===== src/sv/iafp_pkg.sv =====
package iafp_pkg;

  // Frame length in bytes, header included, checksum byte last
  localparam int FRAME_BYTES = 11;
  // Window cells: the checksum byte is never stored, it is checked on arrival
  localparam int CELLS       = FRAME_BYTES - 1;
  localparam int FILL_W      = $clog2(FRAME_BYTES);

  localparam logic [7:0] HDR0 = 8'h55;
  localparam logic [7:0] HDR1 = 8'h53;

  // Byte positions of the big-endian angle words
  localparam int ROLL_POS  = 3;
  localparam int PITCH_POS = 5;
  localparam int YAW_POS   = 7;

  // Input operation codes
  localparam logic OP_BYTE  = 1'b0;
  localparam logic OP_RESET = 1'b1;

  // Per-cell control, priority clear over shift over load
  typedef struct packed {
    logic clear;
    logic shift;
    logic load;
  } cell_ctl_t;

  // Result waiting in the output queue; yaw is formed at the head
  typedef struct packed {
    logic signed [15:0] roll;
    logic signed [15:0] pitch;
    logic signed [32:0] unwrapped;
    logic signed [31:0] offset;
  } result_t;

endpackage


===== src/sv/iafp_if.sv =====
interface iafp_in_if;
  logic       valid;
  logic       ready;
  logic       op;
  logic [7:0] data_byte;

  modport source (output valid, output op, output data_byte, input ready);
  modport sink   (input valid, input op, input data_byte, output ready);
endinterface

interface iafp_out_if;
  logic               valid;
  logic               ready;
  logic signed [15:0] roll;
  logic signed [15:0] pitch;
  logic signed [32:0] yaw;

  modport source (output valid, output roll, output pitch, output yaw, input ready);
  modport sink   (input valid, input roll, input pitch, input yaw, output ready);
endinterface


===== src/sv/iafp_cell.sv =====
module iafp_cell
  import iafp_pkg::*;
(
  input  logic       clk,
  input  logic       rst_n,
  input  cell_ctl_t  ctl,
  input  logic [7:0] load_byte,
  input  logic [7:0] neighbor_byte,
  output logic [7:0] cell_byte
);

  logic [7:0] byte_r;
  logic [7:0] byte_nxt;

  // Pick clear, shift from the neighbor, or load the new byte
  always_comb begin
    priority if (ctl.clear) begin
      byte_nxt = 8'h00;
    end else if (ctl.shift) begin
      byte_nxt = neighbor_byte;
    end else if (ctl.load) begin
      byte_nxt = load_byte;
    end else begin
      byte_nxt = byte_r;
    end
  end

  always_ff @(posedge clk) begin
    if (!rst_n) begin
      byte_r <= 8'h00;
    end else begin
      byte_r <= byte_nxt;
    end
  end

  assign cell_byte = byte_r;

endmodule


===== src/sv/iafp_out_queue.sv =====
module iafp_out_queue
  import iafp_pkg::*;
(
  input  logic    clk,
  input  logic    rst_n,
  input  logic    push,
  input  result_t push_data,
  input  logic    pop_ready,
  output logic    head_valid,
  output result_t head_data,
  output logic    has_room
);

  result_t    entry_r [2];
  logic       wr_ptr_r;
  logic       rd_ptr_r;
  logic [1:0] count_r;
  logic [1:0] count_nxt;
  logic       pop;

  assign head_valid = (count_r != 2'd0);
  assign has_room   = (count_r != 2'd2);
  assign pop        = head_valid && pop_ready;
  assign head_data  = entry_r[rd_ptr_r];

  // Track occupancy
  always_comb begin
    unique case ({push, pop})
      2'b10:   count_nxt = count_r + 2'd1;
      2'b01:   count_nxt = count_r - 2'd1;
      default: count_nxt = count_r;
    endcase
  end

  always_ff @(posedge clk) begin
    if (!rst_n) begin
      wr_ptr_r <= 1'b0;
      rd_ptr_r <= 1'b0;
      count_r  <= 2'd0;
    end else begin
      count_r <= count_nxt;
      if (push) begin
        wr_ptr_r <= ~wr_ptr_r;
      end
      if (pop) begin
        rd_ptr_r <= ~rd_ptr_r;
      end
    end
  end

  // Store the pushed result
  always_ff @(posedge clk) begin
    if (push) begin
      entry_r[wr_ptr_r] <= push_data;
    end
  end

endmodule


===== src/sv/imu_angle_frame_parser_top.sv =====
// Angle-frame parser for a serial inertial sensor. Each input transaction carries
// either a received byte or a reset-angles command; bytes fill a window of
// FRAME_BYTES bytes held in a row of byte cells, and a full window starting 0x55 0x53
// whose 8-bit sum of the leading bytes equals the last byte yields one output
// transaction with roll, pitch and unwrapped, offset-corrected yaw (units of
// 180/32768 degree). A bad window drops its oldest byte by shifting the cell row.
// One input transaction is taken every cycle while the output queue has room;
// the checksum is kept as a running sum, so the frame check is one compare. A
// result is pushed into a two-entry output queue when the closing byte is taken;
// input stalls only when both entries hold untaken results.
module imu_angle_frame_parser_top
  import iafp_pkg::*;
(
  input  logic  clk,
  input  logic  rst_n,
  iafp_in_if.sink    in_ch,
  iafp_out_if.source out_ch
);

  logic [7:0]        cell_bytes [CELLS];
  cell_ctl_t         cell_ctl   [CELLS];

  logic [FILL_W-1:0] fill_r;
  logic [FILL_W-1:0] fill_nxt;
  logic [7:0]        sum_r;
  logic [7:0]        sum_nxt;
  logic [15:0]       prev_yaw_r;
  logic [15:0]       prev_yaw_nxt;
  logic [15:0]       turn_r;
  logic [15:0]       turn_nxt;
  logic [31:0]       offset_r;
  logic [31:0]       offset_nxt;

  logic              accept;
  logic              byte_acc;
  logic              reset_acc;
  logic              closing;
  logic              frame_ok;
  logic              frame_good;
  logic              frame_bad;
  logic              queue_room;
  logic              head_valid;
  result_t           push_data;
  result_t           head_data;

  logic [15:0]        raw_yaw;
  logic signed [17:0] yaw_step;
  logic [15:0]        frame_turn;

  assign accept    = in_ch.valid && in_ch.ready;
  assign byte_acc  = accept && (in_ch.op == OP_BYTE);
  assign reset_acc = accept && (in_ch.op == OP_RESET);
  assign closing   = (fill_r == FILL_W'(FRAME_BYTES - 1));

  // Check header and running checksum against the arriving last byte
  assign frame_ok   = (cell_bytes[0] == HDR0) && (cell_bytes[1] == HDR1)
                      && (sum_r == in_ch.data_byte);
  assign frame_good = byte_acc && closing && frame_ok;
  assign frame_bad  = byte_acc && closing && !frame_ok;

  // Drive the cell row: load at the fill position, shift on a bad window, clear on a good frame
  always_comb begin
    for (int i = 0; i < CELLS; i++) begin
      cell_ctl[i].clear = frame_good;
      cell_ctl[i].shift = frame_bad;
      cell_ctl[i].load  = byte_acc && !closing && (fill_r == FILL_W'(i));
    end
  end

  genvar g;
  generate
    for (g = 0; g < CELLS; g++) begin : g_cell
      if (g == CELLS - 1) begin : g_last
        iafp_cell u_cell (
          .clk           (clk),
          .rst_n         (rst_n),
          .ctl           (cell_ctl[g]),
          .load_byte     (in_ch.data_byte),
          .neighbor_byte (in_ch.data_byte),
          .cell_byte     (cell_bytes[g])
        );
      end else begin : g_mid
        iafp_cell u_cell (
          .clk           (clk),
          .rst_n         (rst_n),
          .ctl           (cell_ctl[g]),
          .load_byte     (in_ch.data_byte),
          .neighbor_byte (cell_bytes[g+1]),
          .cell_byte     (cell_bytes[g])
        );
      end
    end
  endgenerate

  // Advance fill count and running checksum of the stored bytes
  always_comb begin
    fill_nxt = fill_r;
    sum_nxt  = sum_r;
    priority if (frame_good) begin
      fill_nxt = '0;
      sum_nxt  = 8'h00;
    end else if (frame_bad) begin
      sum_nxt = sum_r - cell_bytes[0] + in_ch.data_byte;
    end else if (byte_acc) begin
      fill_nxt = fill_r + FILL_W'(1);
      sum_nxt  = sum_r + in_ch.data_byte;
    end
  end

  // Unwrap yaw: a jump over half a turn steps the turn counter
  assign raw_yaw  = {cell_bytes[YAW_POS], cell_bytes[YAW_POS+1]};
  assign yaw_step = 18'(signed'(raw_yaw)) - 18'(signed'(prev_yaw_r));

  always_comb begin
    priority if (yaw_step > 18'sd32768) begin
      frame_turn = turn_r - 16'd1;
    end else if (yaw_step < -18'sd32768) begin
      frame_turn = turn_r + 16'd1;
    end else begin
      frame_turn = turn_r;
    end
  end

  // Update yaw state on a good frame or a reset command
  always_comb begin
    prev_yaw_nxt = prev_yaw_r;
    turn_nxt     = turn_r;
    offset_nxt   = offset_r;
    priority if (reset_acc) begin
      offset_nxt   = {turn_r, 16'h0000} + {{16{prev_yaw_r[15]}}, prev_yaw_r};
      prev_yaw_nxt = 16'h0000;
      turn_nxt     = 16'h0000;
    end else if (frame_good) begin
      prev_yaw_nxt = raw_yaw;
      turn_nxt     = frame_turn;
    end
  end

  always_ff @(posedge clk) begin
    if (!rst_n) begin
      fill_r     <= '0;
      sum_r      <= 8'h00;
      prev_yaw_r <= 16'h0000;
      turn_r     <= 16'h0000;
      offset_r   <= 32'h0000_0000;
    end else begin
      fill_r     <= fill_nxt;
      sum_r      <= sum_nxt;
      prev_yaw_r <= prev_yaw_nxt;
      turn_r     <= turn_nxt;
      offset_r   <= offset_nxt;
    end
  end

  // Build the result with the offset in force at frame time
  always_comb begin
    push_data.roll      = {cell_bytes[ROLL_POS], cell_bytes[ROLL_POS+1]};
    push_data.pitch     = {cell_bytes[PITCH_POS], cell_bytes[PITCH_POS+1]};
    push_data.unwrapped = {frame_turn[15], frame_turn, 16'h0000}
                          + {{17{raw_yaw[15]}}, raw_yaw};
    push_data.offset    = offset_r;
  end

  iafp_out_queue u_queue (
    .clk        (clk),
    .rst_n      (rst_n),
    .push       (frame_good),
    .push_data  (push_data),
    .pop_ready  (out_ch.ready),
    .head_valid (head_valid),
    .head_data  (head_data),
    .has_room   (queue_room)
  );

  assign in_ch.ready  = queue_room;
  assign out_ch.valid = head_valid;
  assign out_ch.roll  = head_data.roll;
  assign out_ch.pitch = head_data.pitch;
  assign out_ch.yaw   = head_data.unwrapped - {head_data.offset[31], head_data.offset};

endmodule


===== src/flat_wrapper.sv =====
// flat-port wrapper written by rule: the top's interface ports become plain ports
module imu_angle_frame_parser_top_flat import iafp_pkg::*;
  (clk, rst_n, in_ch_valid, in_ch_op, in_ch_data_byte, in_ch_ready, out_ch_valid, out_ch_roll, out_ch_pitch, out_ch_yaw, out_ch_ready);
  iafp_in_if in_ch_i ();
  iafp_out_if out_ch_i ();
  input  logic clk;
  input  logic rst_n;
  input wire logic [$bits(in_ch_i.valid)-1:0] in_ch_valid;
  input wire logic [$bits(in_ch_i.op)-1:0] in_ch_op;
  input wire logic [$bits(in_ch_i.data_byte)-1:0] in_ch_data_byte;
  output wire logic [$bits(in_ch_i.ready)-1:0] in_ch_ready;
  output wire logic [$bits(out_ch_i.valid)-1:0] out_ch_valid;
  output wire logic [$bits(out_ch_i.roll)-1:0] out_ch_roll;
  output wire logic [$bits(out_ch_i.pitch)-1:0] out_ch_pitch;
  output wire logic [$bits(out_ch_i.yaw)-1:0] out_ch_yaw;
  input wire logic [$bits(out_ch_i.ready)-1:0] out_ch_ready;
  assign in_ch_i.valid = in_ch_valid;
  assign in_ch_i.op = in_ch_op;
  assign in_ch_i.data_byte = in_ch_data_byte;
  assign in_ch_ready = in_ch_i.ready;
  assign out_ch_valid = out_ch_i.valid;
  assign out_ch_roll = out_ch_i.roll;
  assign out_ch_pitch = out_ch_i.pitch;
  assign out_ch_yaw = out_ch_i.yaw;
  assign out_ch_i.ready = out_ch_ready;
  imu_angle_frame_parser_top u_core (.clk(clk), .rst_n(rst_n), .in_ch(in_ch_i), .out_ch(out_ch_i));
endmodule

===== config.mk =====
export PLATFORM = sky130hd
export DESIGN_NAME = imu_angle_frame_parser_top_flat
export DESIGN_NICKNAME = d
export VERILOG_FILES = /design/src/sv/iafp_pkg.sv /design/src/sv/iafp_if.sv /design/src/sv/iafp_cell.sv /design/src/sv/iafp_out_queue.sv /design/src/sv/imu_angle_frame_parser_top.sv /design/src/flat_wrapper.sv
export SDC_FILE = /design/constraint.sdc
export NUM_CORES = 1
export LEC_CHECK = 0
export BUFFER_PORTS_ARGS = -buffer_cell sky130_fd_sc_hd__buf_2
export CAP_MARGIN = 10
export CORE_MARGIN = 5
export CORE_UTILIZATION = 58
export CTS_CLUSTER_DIAMETER = 80
export DETAILED_ROUTE_END_ITERATION = 10
export PLACE_DENSITY = 0.76
export SLEW_MARGIN = 10
export SYNTH_ARGS = -nofsm -noshare
export SYNTH_HDL_FRONTEND = slang
export SYNTH_SLANG_ARGS = --single-unit

===== constraint.sdc =====
create_clock -name clk -period 18.38 [get_ports clk]
set_clock_uncertainty 0.2 [all_clocks]
set_input_delay 1.838 -clock clk [delete_from_list [all_inputs] [get_ports clk]]
set_output_delay 1.838 -clock clk [all_outputs]
set_load 0.02 [all_outputs]

==> summary.txt <==
Io pins - 80
Setup TNS - 0 ns
RD Place Congestion - 0.869
Endpoint, Worst Hold - u_core.u_queue.entry_r[1][8]
Clock Latency Late Sink - 0.53 ns
Router iterations before antenna repair - 5
Filler cell count - 2,418
Critical path class - flip-flop to output port
CP Launch Type - flip-flop
Via count - 13,900
Post-synth top flop - edfxtp_1
Max Cap Viol - 0
Area share of the largest cell type after synthesis - 31.5%
Final slew viol count - 0
Total grt overflow - 0
CTS tree - done
Final wirelength - 42.7 mm
Reg-to-Reg Start - u_core.g_cell[8].g_mid.u_cell.cell_byte[0]
Core box area - 31,500 sq um
Sequential cell area - 9050 sq um
Clock slew at reported path FFs - 0.06 ns
Required time at the worst-slack endpoint - 16.34 ns
FF+latch count, synth - 355
Status - finished, final reports clean
PortBufs - 79
Critical path arrival - 5.71 ns
Global-route wire length before repair - 68.4 mm
Cell variety after synth - 75
DP Worst Slack - 11.20 ns
Final Hold Viols - 0
Synthesized instance count - 1,811
Nets@finish - 1,979
EDFF count, synth - 194
RSZ-0062 raised after global routing - false
Area of the multi-input gates - 8790 sq um
Vias in the first global route - 12,900
# DRC - 0
Share of cells above drive strength 1 - 12.5%
Final ANT Viol Nets - 0
Peak Freq - 0.129 GHz
Diodes inserted - 0
Post-DP HPWL - 29.1 mm
Number of synthesis warnings - 0
Hold_sp - u_core.offset_r[8]
Cts hold-fix bufs - 0
Post-CTS setup buffers - 0
Overall routing resource usage - 23.3%
Clock Tree Root - clkbuf_16
VDD IR max - 0.0566 mV
Initial antenna violation count - 1
Met3 Usage GRT - 3.28%
Hold Path Class - flip-flop to flip-flop
Fin crit share - 42.2%
Min Clock Period, post-route - 7.75 ns
R2R setup slack - 11.61 ns
Pin count of the biggest net entering global routing - 93
Worst setup margin - 10.63 ns
Die Ht - 189 microns
Site Rows - 65
CTS Buf Count - 36
Relative slew margins - 17.8%
Full die area - 35,500 sq um
Met1 GRT Util - 35.2%
H-tree lvl count - 2
Post-Synthesis Cell Area - 18,500 sq um
Layout area overhead - 9.93%
Top post-synthesis cells by area - edfxtp_1, dfxtp_1, ha_1, nand2_1, a21oi_1
# setup viols final - 0
Die Wd - 189 microns
Yosys top cell by area - edfxtp_1
Largest fanout on the critical path - 57
Worst Hold Depth - 0
Fraction of registers with async set/reset - 0%
Starting Density - 58.7%
CTS max path bufs - 3
Syn avg cell area - 10.2 sq um
Routed WL per cell - 18.7 microns
LEAKAGE - 0.00783 uW
Seq/Total Area, Yosys - 49.0%
Met2 Resource Use GR - 35.8%
R2R Path End - u_core.u_queue.entry_r[0][62]
Iter 0 DRT Violations - 1,327
Synth Net Count - 1,937
Slew @ Worst Pin - 1.23 ns
Pwr/cell area - 79.3 nW/um^2
FF-to-FF path depth - 23
CP Capture Type - output port
Commonest cells post-synth - nand2_1, edfxtp_1, dfxtp_1, a21oi_1, nor2_1
Busiest grt layer - met2
CTS resizes - 0
Top-count cell post-synth - nand2_1
Via density - 6.08
# clock sinks - 355
## layout by cell type (no fill, tap or decap), types with 23 or more instances in the layout
cell type  count
inv_1         90
clkbuf_16     36
a22oi_1       43
mux2_2        63
a21o_1        23
o21ai_0       43
dfxtp_1      160
a21oi_1      158
mux2i_1       47
edfxtp_1     194
nand3_1       52
nor3_1        33
nand2_1      217
buf_2         79
xnor2_1       63
xor2_1        29
a311oi_1      34
ha_1         101
nor2_1       121
## registers in the layout (all words and copies together), names as in the netlist, named ones only
name,cells
u_core.u_queue.entry_r,194
u_core.g_cell.g_mid.u_cell.cell_byte,72
u_core.offset_r,32
u_core.prev_yaw_r,16
u_core.turn_r,16
u_core.g_cell.g_last.u_cell.cell_byte,8
u_core.sum_r,8
u_core.fill_r,4
u_core.u_queue.count_r,2
u_core.u_queue.rd_ptr_r,1
u_core.u_queue.wr_ptr_r,1
## report_power, final
| group | switching (uW) | internal (uW) |
|---|---|---|
| clock network | 309 | 405 |
| registers | 3.00 | 831 |
| logic | 40.8 | 21.8 |
| total | 352 | 1260 |
## layout make-up
type	count	share of cell area, %
clock buffer	47	4.74
inverter	91	1.68
multi-input combinational	1279	43.3
tap	402	2.48
sequential	355	44.6
clock inverter	19	0.936
timing repair buffer	90	2.35
## kinds of logic (layout without fill, tap and decap cells)
logic type	after synthesis	count (layout)	synth area share, %
mux	110	110	6.38
compound gates	421	421	14.8
flops	355	355	49.0
xor+xnor	92	92	4.36
simple gates	543	543	13.7
fa+ha+maj	113	113	8.14
buf+inv	177	247	3.66
## metal layers
metal	vias up	wire length [microns]
met3	69	2820
met1	6650	19800
met2	488	19200
met4	2	875
li1	6664	-
met5	-	7
## critical path, stage by stage (launching register included)
cell and delay [ns]:
dfxtp_4 0.75, buf_4 0.71, mux2i_1 0.38, inv_1 0.08, ha_1 0.29, nor2b_1 0.14
o31ai_1 0.37, a21oi_1 0.21, o2111ai_1 0.37, a31oi_1 0.20, o41ai_1 0.64, o221ai_1 0.31
o21a_1 0.24, nor2_1 0.11, xnor2_1 0.12, buf_2 0.18
## through the flow
stage	cells	hold WS, ns	cell area [sq um]	utilization (%)	total power (uW)
4_1_cts	2283	0.250	20300	64.6	1620
2_1_floorplan	1811	0.225	18500	-	897
3_3_place_gp	2217	0.233	19200	60.9	911
5_1_grt	2283	0.266	20300	64.6	1660
3_5_place_dp	2217	0.235	19200	60.9	913
6_report	2283	0.245	20300	64.6	1610
## worst max path at each step
stage / from / endpoint / slack [ns] / depth (start not counted)
2_1_floorplan: in_ch_data_byte[2] / u_core.u_queue.entry_r[0][0] / 9.87 / 8
3_3_place_gp: flip-flop / out_ch_yaw[31] / 11.27 / 15
3_5_place_dp: flip-flop / out_ch_yaw[31] / 11.20 / 15
4_1_cts: flip-flop / out_ch_yaw[31] / 10.64 / 15
5_1_grt: flip-flop / out_ch_yaw[31] / 10.15 / 15
6_report: flip-flop / out_ch_yaw[31] / 10.63 / 15
Power figures use the tool's default switching activity.
